--- src/rtl/ptbl_pkg.sv ---
// ----------------------------------------------------------------------------
// ptbl_pkg: shared types and constants of the paper tape binary loader
// request codes, result codes, address width and helpers for address fields
// ----------------------------------------------------------------------------
package ptbl_pkg;

  // width of the load address counter
  localparam int AddrBits = 12;

  // fixed field widths
  localparam int ReqBits   = 2;
  localparam int ByteBits  = 8;
  localparam int WordBits  = 12;
  localparam int CountBits = 16;

  typedef logic [AddrBits-1:0]  addr_t;
  typedef logic [WordBits-1:0]  word_t;
  typedef logic [CountBits-1:0] count_t;

  // request codes
  localparam logic [ReqBits-1:0] ReqByte    = 2'd0;
  localparam logic [ReqBits-1:0] ReqEof     = 2'd1;
  localparam logic [ReqBits-1:0] ReqRestart = 2'd2;

  // result codes
  localparam logic KindWrite  = 1'b0;
  localparam logic KindFinish = 1'b1;

  // leader byte that ends the load
  localparam logic [ByteBits-1:0] EndOfTape = 8'hFF;

  typedef struct packed {
    logic [ReqBits-1:0]  req_type;
    logic [ByteBits-1:0] tape_byte;
  } request_t;

  typedef struct packed {
    logic   result_kind;
    word_t  write_address;
    word_t  write_data;
    count_t words_loaded;
    word_t  highest_address;
  } result_t;

  // address counter to 12-bit output field
  function automatic word_t addr_to_field(addr_t a);
    logic [31:0] ext;
    ext = 32'(a);
    return ext[WordBits-1:0];
  endfunction

  // 12-bit origin word to address counter
  function automatic addr_t field_to_addr(word_t w);
    logic [31:0] ext;
    ext = 32'(w);
    return ext[AddrBits-1:0];
  endfunction

endpackage

--- src/rtl/ptbl_in_reg.sv ---
// ----------------------------------------------------------------------------
// ptbl_in_reg: input register
// holds one accepted request until the decode stage takes it
// ----------------------------------------------------------------------------
module ptbl_in_reg (
  input  logic              clk_i,
  input  logic              rst_ni,
  input  logic              in_valid_i,
  output logic              in_ready_o,
  input  ptbl_pkg::request_t req_i,
  input  logic              take_i,
  output logic              valid_o,
  output ptbl_pkg::request_t req_o
);

  logic               valid_q, valid_d;
  ptbl_pkg::request_t req_q, req_d;
  logic               load;

  assign in_ready_o = !valid_q || take_i;
  assign load       = in_valid_i && in_ready_o;

  always_comb begin
    valid_d = valid_q;
    req_d   = req_q;
    if (load) begin
      valid_d = 1'b1;
      req_d   = req_i;
    end else if (take_i) begin
      valid_d = 1'b0;
    end
  end

  always_ff @(posedge clk_i or negedge rst_ni) begin
    if (!rst_ni) begin
      valid_q <= 1'b0;
    end else begin
      valid_q <= valid_d;
    end
  end

  always_ff @(posedge clk_i) begin
    req_q <= req_d;
  end

  assign valid_o = valid_q;
  assign req_o   = req_q;

endmodule

--- src/rtl/ptbl_core.sv ---
// ----------------------------------------------------------------------------
// ptbl_core: loader state and per-request decode
// updates phase, frame byte, address, count and maximum; builds the result
// ----------------------------------------------------------------------------
module ptbl_core (
  input  logic               clk_i,
  input  logic               rst_ni,
  input  logic               fire_i,
  input  ptbl_pkg::request_t req_i,
  output logic               res_valid_o,
  output ptbl_pkg::result_t  res_o
);

  typedef enum logic [1:0] {
    PH_LEADER,
    PH_FIRST,
    PH_SECOND,
    PH_DONE
  } phase_e;

  phase_e           phase_q, phase_d;
  logic [6:0]       high_part_q, high_part_d;
  ptbl_pkg::addr_t  load_address_q, load_address_d;
  ptbl_pkg::count_t word_count_q, word_count_d;
  ptbl_pkg::addr_t  max_address_q, max_address_d;

  logic [12:0]      frame;
  logic [7:0]       b;

  assign b     = req_i.tape_byte;
  assign frame = {high_part_q, b[5:0]};

  always_comb begin
    phase_d        = phase_q;
    high_part_d    = high_part_q;
    load_address_d = load_address_q;
    word_count_d   = word_count_q;
    max_address_d  = max_address_q;
    res_valid_o    = 1'b0;
    res_o          = '0;
    if (fire_i) begin
      priority if (req_i.req_type == ptbl_pkg::ReqRestart) begin
        phase_d        = PH_LEADER;
        high_part_d    = '0;
        load_address_d = '0;
        word_count_d   = '0;
        max_address_d  = '0;
      end else if ((req_i.req_type != ptbl_pkg::ReqByte &&
                    req_i.req_type != ptbl_pkg::ReqEof) || phase_q == PH_DONE) begin
        // unused code or load already over
      end else if (req_i.req_type == ptbl_pkg::ReqEof ||
                   (phase_q == PH_LEADER && b == ptbl_pkg::EndOfTape) ||
                   (phase_q != PH_LEADER && b[7])) begin
        phase_d               = PH_DONE;
        res_valid_o           = 1'b1;
        res_o.result_kind     = ptbl_pkg::KindFinish;
        res_o.words_loaded    = word_count_q;
        res_o.highest_address = ptbl_pkg::addr_to_field(max_address_q);
      end else begin
        unique case (phase_q)
          PH_LEADER, PH_FIRST: begin
            // leader bytes with the top bit set are skipped
            if (!b[7]) begin
              high_part_d = b[6:0];
              phase_d     = PH_SECOND;
            end
          end
          PH_SECOND: begin
            phase_d = PH_FIRST;
            if (frame[12]) begin
              load_address_d = ptbl_pkg::field_to_addr(frame[11:0]);
            end else begin
              res_valid_o         = 1'b1;
              res_o.result_kind   = ptbl_pkg::KindWrite;
              res_o.write_address = ptbl_pkg::addr_to_field(load_address_q);
              res_o.write_data    = frame[11:0];
              word_count_d        = ptbl_pkg::CountBits'(word_count_q + 1'b1);
              if (load_address_q > max_address_q) begin
                max_address_d = load_address_q;
              end
              load_address_d = ptbl_pkg::AddrBits'(load_address_q + 1'b1);
            end
          end
          PH_DONE: begin
          end
          default: begin
          end
        endcase
      end
    end
  end

  always_ff @(posedge clk_i or negedge rst_ni) begin
    if (!rst_ni) begin
      phase_q        <= PH_LEADER;
      high_part_q    <= '0;
      load_address_q <= '0;
      word_count_q   <= '0;
      max_address_q  <= '0;
    end else begin
      phase_q        <= phase_d;
      high_part_q    <= high_part_d;
      load_address_q <= load_address_d;
      word_count_q   <= word_count_d;
      max_address_q  <= max_address_d;
    end
  end

`ifndef ASSERT_OFF
  a_res_needs_fire: assert property (@(posedge clk_i) disable iff (!rst_ni)
    res_valid_o |-> fire_i)
    else $error("result without a request");

  a_finish_ends_load: assert property (@(posedge clk_i) disable iff (!rst_ni)
    (res_valid_o && res_o.result_kind == ptbl_pkg::KindFinish) |=> phase_q == PH_DONE)
    else $error("finish result did not end the load");

  a_write_counts: assert property (@(posedge clk_i) disable iff (!rst_ni)
    (res_valid_o && res_o.result_kind == ptbl_pkg::KindWrite) |=>
      word_count_q == ptbl_pkg::CountBits'($past(word_count_q) + 1'b1))
    else $error("write result not counted");

  a_done_silent: assert property (@(posedge clk_i) disable iff (!rst_ni)
    (phase_q == PH_DONE && req_i.req_type != ptbl_pkg::ReqRestart) |-> !res_valid_o)
    else $error("result after the load finished");
`endif

endmodule

--- src/rtl/ptbl_out_fifo.sv ---
// ----------------------------------------------------------------------------
// ptbl_out_fifo: two-entry result buffer
// decouples result production from a stalling receiver
// ----------------------------------------------------------------------------
module ptbl_out_fifo (
  input  logic              clk_i,
  input  logic              rst_ni,
  input  logic              wr_en_i,
  input  ptbl_pkg::result_t wr_data_i,
  output logic              full_o,
  output logic              out_valid_o,
  input  logic              out_ready_i,
  output ptbl_pkg::result_t out_data_o
);

  ptbl_pkg::result_t mem_q [2];
  logic              wptr_q, wptr_d;
  logic              rptr_q, rptr_d;
  logic [1:0]        count_q, count_d;
  logic              rd_en;

  assign out_valid_o = count_q != 2'd0;
  assign full_o      = count_q == 2'd2;
  assign rd_en       = out_valid_o && out_ready_i;
  assign out_data_o  = mem_q[rptr_q];

  always_comb begin
    wptr_d  = wptr_q;
    rptr_d  = rptr_q;
    count_d = count_q;
    if (wr_en_i) begin
      wptr_d = !wptr_q;
    end
    if (rd_en) begin
      rptr_d = !rptr_q;
    end
    unique case ({wr_en_i, rd_en})
      2'b10:   count_d = count_q + 2'd1;
      2'b01:   count_d = count_q - 2'd1;
      default: count_d = count_q;
    endcase
  end

  always_ff @(posedge clk_i or negedge rst_ni) begin
    if (!rst_ni) begin
      wptr_q  <= 1'b0;
      rptr_q  <= 1'b0;
      count_q <= 2'd0;
    end else begin
      wptr_q  <= wptr_d;
      rptr_q  <= rptr_d;
      count_q <= count_d;
    end
  end

  always_ff @(posedge clk_i) begin
    if (wr_en_i) begin
      mem_q[wptr_q] <= wr_data_i;
    end
  end

`ifndef ASSERT_OFF
  a_no_overflow: assert property (@(posedge clk_i) disable iff (!rst_ni)
    !(wr_en_i && full_o))
    else $error("write into full result buffer");

  a_count_range: assert property (@(posedge clk_i) disable iff (!rst_ni)
    count_q != 2'd3)
    else $error("result buffer count out of range");

  a_push_grows: assert property (@(posedge clk_i) disable iff (!rst_ni)
    (wr_en_i && !rd_en) |=> count_q == $past(count_q) + 2'd1)
    else $error("result buffer lost a write");
`endif

endmodule

--- src/rtl/paper_tape_binary_loader.sv ---
// ----------------------------------------------------------------------------
// paper_tape_binary_loader: binary paper tape loader
// turns a stream of tape bytes into memory writes and final load statistics
// ----------------------------------------------------------------------------
// usage
//   input channel (in_valid_i / in_ready_o): one request per handshake, either
//   a tape byte, end of file or a restart for a new tape
//   output channel (out_valid_o / out_ready_i): zero or one result per
//   request, a memory write or the finish record with word count and
//   highest address written
//   path: a request is held in the input register, then decoded into the
//   result buffer, from which its result is offered to the receiver
//   throughput: one request per cycle, set by the state update in the decode
//   stage; requests keep flowing while the receiver is ready
//   stall: the two-entry result buffer absorbs results while the receiver
//   holds out_ready_i low; once full, the decode stage holds its request and
//   in_ready_o drops until a slot frees
//   reset: asynchronous, active low; the loader returns to leader skipping
//   with address, count and maximum cleared, and both buffers are emptied
// ----------------------------------------------------------------------------
module paper_tape_binary_loader (
  input  logic        clk_i,
  input  logic        rst_ni,
  input  logic        in_valid_i,
  output logic        in_ready_o,
  input  logic [1:0]  req_type_i,
  input  logic [7:0]  tape_byte_i,
  output logic        out_valid_o,
  input  logic        out_ready_i,
  output logic        result_kind_o,
  output logic [11:0] write_address_o,
  output logic [11:0] write_data_o,
  output logic [15:0] words_loaded_o,
  output logic [11:0] highest_address_o
);

  ptbl_pkg::request_t req_in;
  ptbl_pkg::request_t req_held;
  logic               held_valid;
  logic               fire;
  logic               fifo_full;
  logic               res_valid;
  ptbl_pkg::result_t  res;
  ptbl_pkg::result_t  res_out;

  assign req_in.req_type  = req_type_i;
  assign req_in.tape_byte = tape_byte_i;

  // the decode stage runs whenever it holds a request and a buffer slot is free
  assign fire = held_valid && !fifo_full;

  // input register
  ptbl_in_reg u_in_reg (
    .clk_i      (clk_i),
    .rst_ni     (rst_ni),
    .in_valid_i (in_valid_i),
    .in_ready_o (in_ready_o),
    .req_i      (req_in),
    .take_i     (fire),
    .valid_o    (held_valid),
    .req_o      (req_held)
  );

  // loader state and decode
  ptbl_core u_core (
    .clk_i       (clk_i),
    .rst_ni      (rst_ni),
    .fire_i      (fire),
    .req_i       (req_held),
    .res_valid_o (res_valid),
    .res_o       (res)
  );

  // result buffer toward the receiver
  ptbl_out_fifo u_out_fifo (
    .clk_i       (clk_i),
    .rst_ni      (rst_ni),
    .wr_en_i     (res_valid),
    .wr_data_i   (res),
    .full_o      (fifo_full),
    .out_valid_o (out_valid_o),
    .out_ready_i (out_ready_i),
    .out_data_o  (res_out)
  );

  // result fields
  assign result_kind_o     = res_out.result_kind;
  assign write_address_o   = res_out.write_address;
  assign write_data_o      = res_out.write_data;
  assign words_loaded_o    = res_out.words_loaded;
  assign highest_address_o = res_out.highest_address;

endmodule

--- config.mk ---
export PLATFORM = sky130hd
export DESIGN_NAME = paper_tape_binary_loader
export DESIGN_NICKNAME = d
export VERILOG_FILES = /design/src/rtl/ptbl_pkg.sv /design/src/rtl/ptbl_in_reg.sv /design/src/rtl/ptbl_core.sv /design/src/rtl/ptbl_out_fifo.sv /design/src/rtl/paper_tape_binary_loader.sv
export SDC_FILE = /design/constraint.sdc
export NUM_CORES = 1
export LEC_CHECK = 0
export CORE_MARGIN = 4
export CORE_UTILIZATION = 35
export CTS_CLUSTER_DIAMETER = 50
export DETAILED_ROUTE_END_ITERATION = 16
export DONT_BUFFER_PORTS = 1
export PLACE_DENSITY_LB_ADDON = 0.12
export REMOVE_ABC_BUFFERS = 1
export SKIP_CTS_REPAIR_TIMING = 1
export SYNTH_ARGS = -nofsm -noshare
export SYNTH_HDL_FRONTEND = slang
export SYNTH_SLANG_ARGS = --single-unit
--- constraint.sdc ---
create_clock -name clk_i -period 7.2 [get_ports clk_i]
set_clock_uncertainty 0.1 [all_clocks]
set_input_delay 1.44 -clock clk_i [delete_from_list [all_inputs] [get_ports clk_i]]
set_output_delay 1.44 -clock clk_i [all_outputs]
set_load 0.1 [all_outputs]
# == Word-level counts from Yosys, hierarchy flattened ==
# Memories as Yosys holds them, arrays and structs flattened.
# Cells that the tools add are included.
# word_totals
latchBits,0
regBits,64
mem_bits_rw,106
mem_count,1
elab_cells,107
mem_bits_ro,0
out_inout_bits,55
# memory_table
memory,words,word_bits,read_ports,rd_clocked_by_memory_dff,wr,line,text
u_out_fifo.mem_q,2,53,1,0,1,ptbl_out_fifo.sv:16,ptbl_pkg::result_t mem_q [2];
# classes
n_addsub,4
shift,0
order_cmp,1
mul,0
eq_ne,15
div_mod_pow,0
n_bitwise,0
n_mux,45
n_reduce_logical,30
# ops
operator,count
$mux 53,3
$mux 12,11
$mux 16,5
$mux 24,2
$mux 7,5
$mux 28,1
$mux 25,1
$add 16x1->16 const B,1
$reduce_bool 2->1,8
$add 12x1->12 const B,1
$gt 12x12->1,1
$mux 1,11
$eq 2x2->1 const B,5
$reduce_and 5->1,2
$eq 8x8->1 const B,1
$mux 2,4
$ne 2x1->1 const B,4
$pmux 2 s2,2
$reduce_and 4->1,2
$eq 2x1->1 const B,3
$logic_and 1x1->1,6
$reduce_and 6->1,1
$logic_not 1->1,4
$logic_or 1x1->1,4
7 further kinds,7

# == Longest topological paths before layout ==
# depth
depth_word,10
ltp_mapped,9

# == Cells and area by module ==
# From an unflattened synthesis, not the netlist that was laid out.
# hier_totals
hier_cells,553
area_unflattened_um2,7691.1
# modules_own_cells
module,cells_per_inst,n_inst,area_per_inst_um2
ptbl_out_fifo,182,1,4274.1
ptbl_core,356,1,3049.2
ptbl_in_reg,14,1,354.1
paper_tape_binary_loader,1,1,13.8

# == Worst setup path before layout ==
# OpenSTA, ideal clock, no wires.
# synth_path
kind,register -> register
from,reg u_core.high_part_q[6]
to,mem u_out_fifo.mem_q[0][0] (netlist name) (enable)
period_less_slack_ps,4153
stages_incl_launch_ff,5
slack_ps,3047
required_ps,6630
path_buffers,1
arrival_time_ps,3583
cell_sequence,dfrtp_1 > clkbuf_2 > or3b_2 > a21oi_1 > nor2b_1
# synth_via
elab_chain_cells,8
# synth_rtl
element,line,text
start: declaration,ptbl_core.sv:22,"logic [6:0] high_part_q, high_part_d;"
start signal: assignment,ptbl_core.sv:102,high_part_q <= high_part_d;
$mux 1,ptbl_core.sv:70,if (frame[12]) begin
$mux 1,ptbl_core.sv:60,unique case (phase_q)
$mux 1,ptbl_core.sv:51,end else if (req_i.req_type == ptbl_pkg::ReqEof ||
$mux 1,ptbl_core.sv:48,end else if ((req_i.req_type != ptbl_pkg::ReqByte &&
$mux 1,ptbl_core.sv:42,priority if (req_i.req_type == ptbl_pkg::ReqRestart) begin
$mux 1,ptbl_core.sv:41,if (fire_i) begin
$mux 1,ptbl_out_fifo.sv:57,if (wr_en_i) begin
$mux 1 (not written as such),ptbl_out_fifo.sv:58,mem_q[wptr_q] <= wr_data_i;
end: declaration,ptbl_out_fifo.sv:16,
# Every way passes these cells.

# == Worst setup path in the final report ==
# layout_path
from,reg u_out_fifo.rptr_q
to,out words_loaded_o[14]
# layout_via
elab_chain_cells,1
# layout_rtl
element,line,text
start: declaration,ptbl_out_fifo.sv:18,"logic rptr_q, rptr_d;"
start signal: assignment,ptbl_out_fifo.sv:51,rptr_q <= rptr_d;
$mem_v2 2x53,-,
end: declaration,paper_tape_binary_loader.sv:33,"output logic [15:0] words_loaded_o,"
# Every way passes these cells.

==> key figures <==
Global route
  – Global-route usage over all layers: 14.5%
  – Pin count of the biggest net entering global routing: 55
  – Vias in the first global route: 4856
  – Grt total ovfl: 0
  – First-pass GRT wire length: 27300 um
  – Antenna violations before repair: 1

Synth
  – Synth top cells by count: 116 x edfxtp_1, 54 x dfrtp_1, 53 x mux2_2, 36 x nand3_1, 36 x nor2_1
  – Seq/Total Area, Yosys: 62.5%
  – Prevailing post-synth register cell: edfxtp_1
  – Post-Synthesis Cells: 601
  – Post-synth top area share: 45.0%
  – Post-synth EDFFs: 116
  – Cell taking the most area after synthesis: edfxtp_1
  – Post-Syn Area: 0.00774 sq mm
  – Yosys warning count: 0
  – Largest cells by area after synthesis: edfxtp_1 45%, dfrtp_1 17%, mux2_2 7.7%
  – Yosys reg bits: 170
  – Synth cell types: 46
  – Count leader, synth: edfxtp_1
  – Ys async rst share: 31.8%
  – Syn_area_per_cell: 12.9 sq um

Critical path
  – CP required: 5.66 ns
  – Arrival time worst endpoint: 2.30 ns
  – Crit start category: flop
  – Crit end category: primary output
  – Critical Path Fanout Max: 33
  – Crit Path Class: flop to primary output

Placement
  – GP Congestion: 0.746
  – Post-DP HPWL: 11200 um
  – Post-DP Area: 0.00802 sq mm
  – IO buf count: 0
  – Pre-CTS setup slack: 3.74 ns

STA
  – Setup_tns: 0 ns
  – Final worst path period need: 3.84 ns
  – Setup violators final: 0
  – Final WS setup: 3.36 ns
  – Final slew viol count: 0
  – Max-Slew Margin vs Limit: 25.4%
  – Worst hold slack: 0.421 ns
  – Unrepaired setup endpoints after global routing: no
  – Slew @ Worst Pin: 1.12 ns
  – Period utilisation layout: 53.4%
  – Max Freq: 0.260 GHz
  – Final Hold Vio Count: 0

Power and ir drop
  – Worst VDD drop: 228 uV
  – Leakage Power: 3.16 nW
  – PwrDens: 456 mW/mm^2

Run status
  – Status: complete, no violations

Finish
  – Final net count: 627
  – Post-route design area: 0.00868 sq mm
  – Antenna cell count: 0
  – Fillers: 2082
  – Multi-input logic area: 0.00267 sq mm
  – Register area: 0.00484 sq mm
  – Final core utilization: 39.9%
  – Synth-to-layout area growth: 12.2%
  – Fraction of final layout cells sized beyond drive strength 1: 18.5%

CTS
  – Clock Sinks: 170
  – CTS root buf: clkbuf_16
  – Skew-Pair Late Insertion Delay: 0.43 ns
  – TritonCTS clock tree: done
  – CTS Buffer Depth: 2
  – H-tree depth: 4
  – Clk slew on worst S/H paths: 0.07 ns
  – CTS Buf Count: 17

Floorplanning
  – FP Rows: 54
  – DIE HEIGHT: 157 um
  – Die area: 0.0245 sq mm
  – Die W: 157 um
  – Initial Util: 35.6%
  – Core Region: 0.0218 sq mm
  – Io pins: 69

Route
  – Iter 0 DRT Violations: 246
  – WL final: 16700 um
  – Wire per inst: 18.7 um
  – DR vias: 4623
  – DR vias/cell: 5.19
  – Drt pass-1 iters: 4
  – Antenna-violating nets left: 0
  – DRC violations left: 0

Flow run
  – Max Cap Violations: 0

Worst hold path
  – Worst min path class: flop to flop
==> power by group <==
group | internal, mW | switching (mW)
sequential | 1.20 | 0.135
clock | 0.625 | 0.395
combinational | 0.298 | 1.30
total | 2.13 | 1.83
==> final timing paths <==
path | slack, ns | cells past startpoint | from | to
min in group asynchronous | 0.61 | 0 | rst_ni | u_core.max_address_q[2]
max reg2reg | 3.91 | 4 | u_core.high_part_q[6] | u_out_fifo.mem_q[0][17]
min reg2reg | 0.42 | 2 | u_core.high_part_q[3] | u_core.high_part_q[3]
max in group asynchronous | 6.25 | 0 | rst_ni | u_out_fifo.rptr_q
min | 0.42 | 2 | u_core.high_part_q[3] | u_core.high_part_q[3]
max | 3.36 | 2 | u_out_fifo.rptr_q | words_loaded_o[14]
==> cell type report <==
class                      count  area share [%]
clock buffer                  17            4.90
clock inverter                15            2.75
inverter                      27            1.17
multi-input combinational    374            30.7
sequential                   170            55.7
tap                          280            4.04
timing repair buffer           8           0.692
==> critical path, stage by stage (launching register included) <==
cell and delay (ns):
dfrtp_2 0.76, buf_4 0.49, mux2_2 0.61
==> layout by cell type (no fill, tap or decap), types with 3 or more instances in the layout <==
| cell | netlist | routed |
|---|---|---|
| nor2b_1 | 4 | 3 |
| inv_6 | 0 | 4 |
| bufinv_16 | 0 | 5 |
| edfxtp_1 | 116 | 116 |
| o21ai_0 | 23 | 23 |
| nor3_1 | 20 | 20 |
| nand4_1 | 10 | 10 |
| buf_4 | 0 | 8 |
| and3_1 | 21 | 21 |
| mux2_2 | 53 | 53 |
| nor2_1 | 36 | 36 |
| ha_1 | 15 | 15 |
| o211ai_1 | 3 | 3 |
| nand2_1 | 32 | 32 |
| nand3_1 | 36 | 36 |
| nand2b_1 | 3 | 3 |
| a21oi_1 | 11 | 11 |
| o211ai_2 | 11 | 11 |
| xnor2_1 | 19 | 19 |
| clkbuf_16 | 0 | 17 |
| inv_1 | 27 | 27 |
| dfrtp_1 | 54 | 53 |
| xor2_1 | 9 | 9 |
| a22o_1 | 5 | 5 |
| a32oi_1 | 3 | 3 |
| and2_1 | 30 | 29 |
| and4_1 | 6 | 6 |
==> sequential cells by signal, summed over array words and instances, names as in the netlist <==
signal                 cells
u_out_fifo.mem_q         106
u_in_reg.req_o            10
u_core.phase_q             2
u_out_fifo.wptr_q          1
u_core.word_count_q       16
u_in_reg.valid_o           1
u_core.load_address_q     12
u_core.high_part_q         7
u_out_fifo.count_q         2
u_out_fifo.rptr_q          1
u_core.max_address_q      12
==> metrics by stage <==
step           power [mW]  cells
6_report             3.95    891
3_3_place_gp         2.96    859
5_1_grt              4.14    891
3_5_place_dp         2.97    859
2_1_floorplan        2.73    571
4_1_cts              4.01    891
==> metal layers <==
layer	wire, um	vias up	share of wire, %	GRT usage [%]
met1	7450	2291	45	19.4
met4	291	2	1.7	5.04
li1	-	2189	-	-
met3	1050	22	6.3	3.84
met5	13	-	0.078	0
met2	7850	119	47	22.8
==> cell families after synthesis <==
family / after synthesis / share of synthesized area (%)
xor gates and xnor gates: 28 / 3.17
AOI/OAI and AO/OA: 66 / 6.29
adders and majority gates: 16 / 2.56
muxes: 55 / 7.97
buffers and inverters: 57 / 3.14
DFF: 170 / 62.5
and+or+nand+nor: 209 / 14.4
Power figures use the tool's default switching activity.
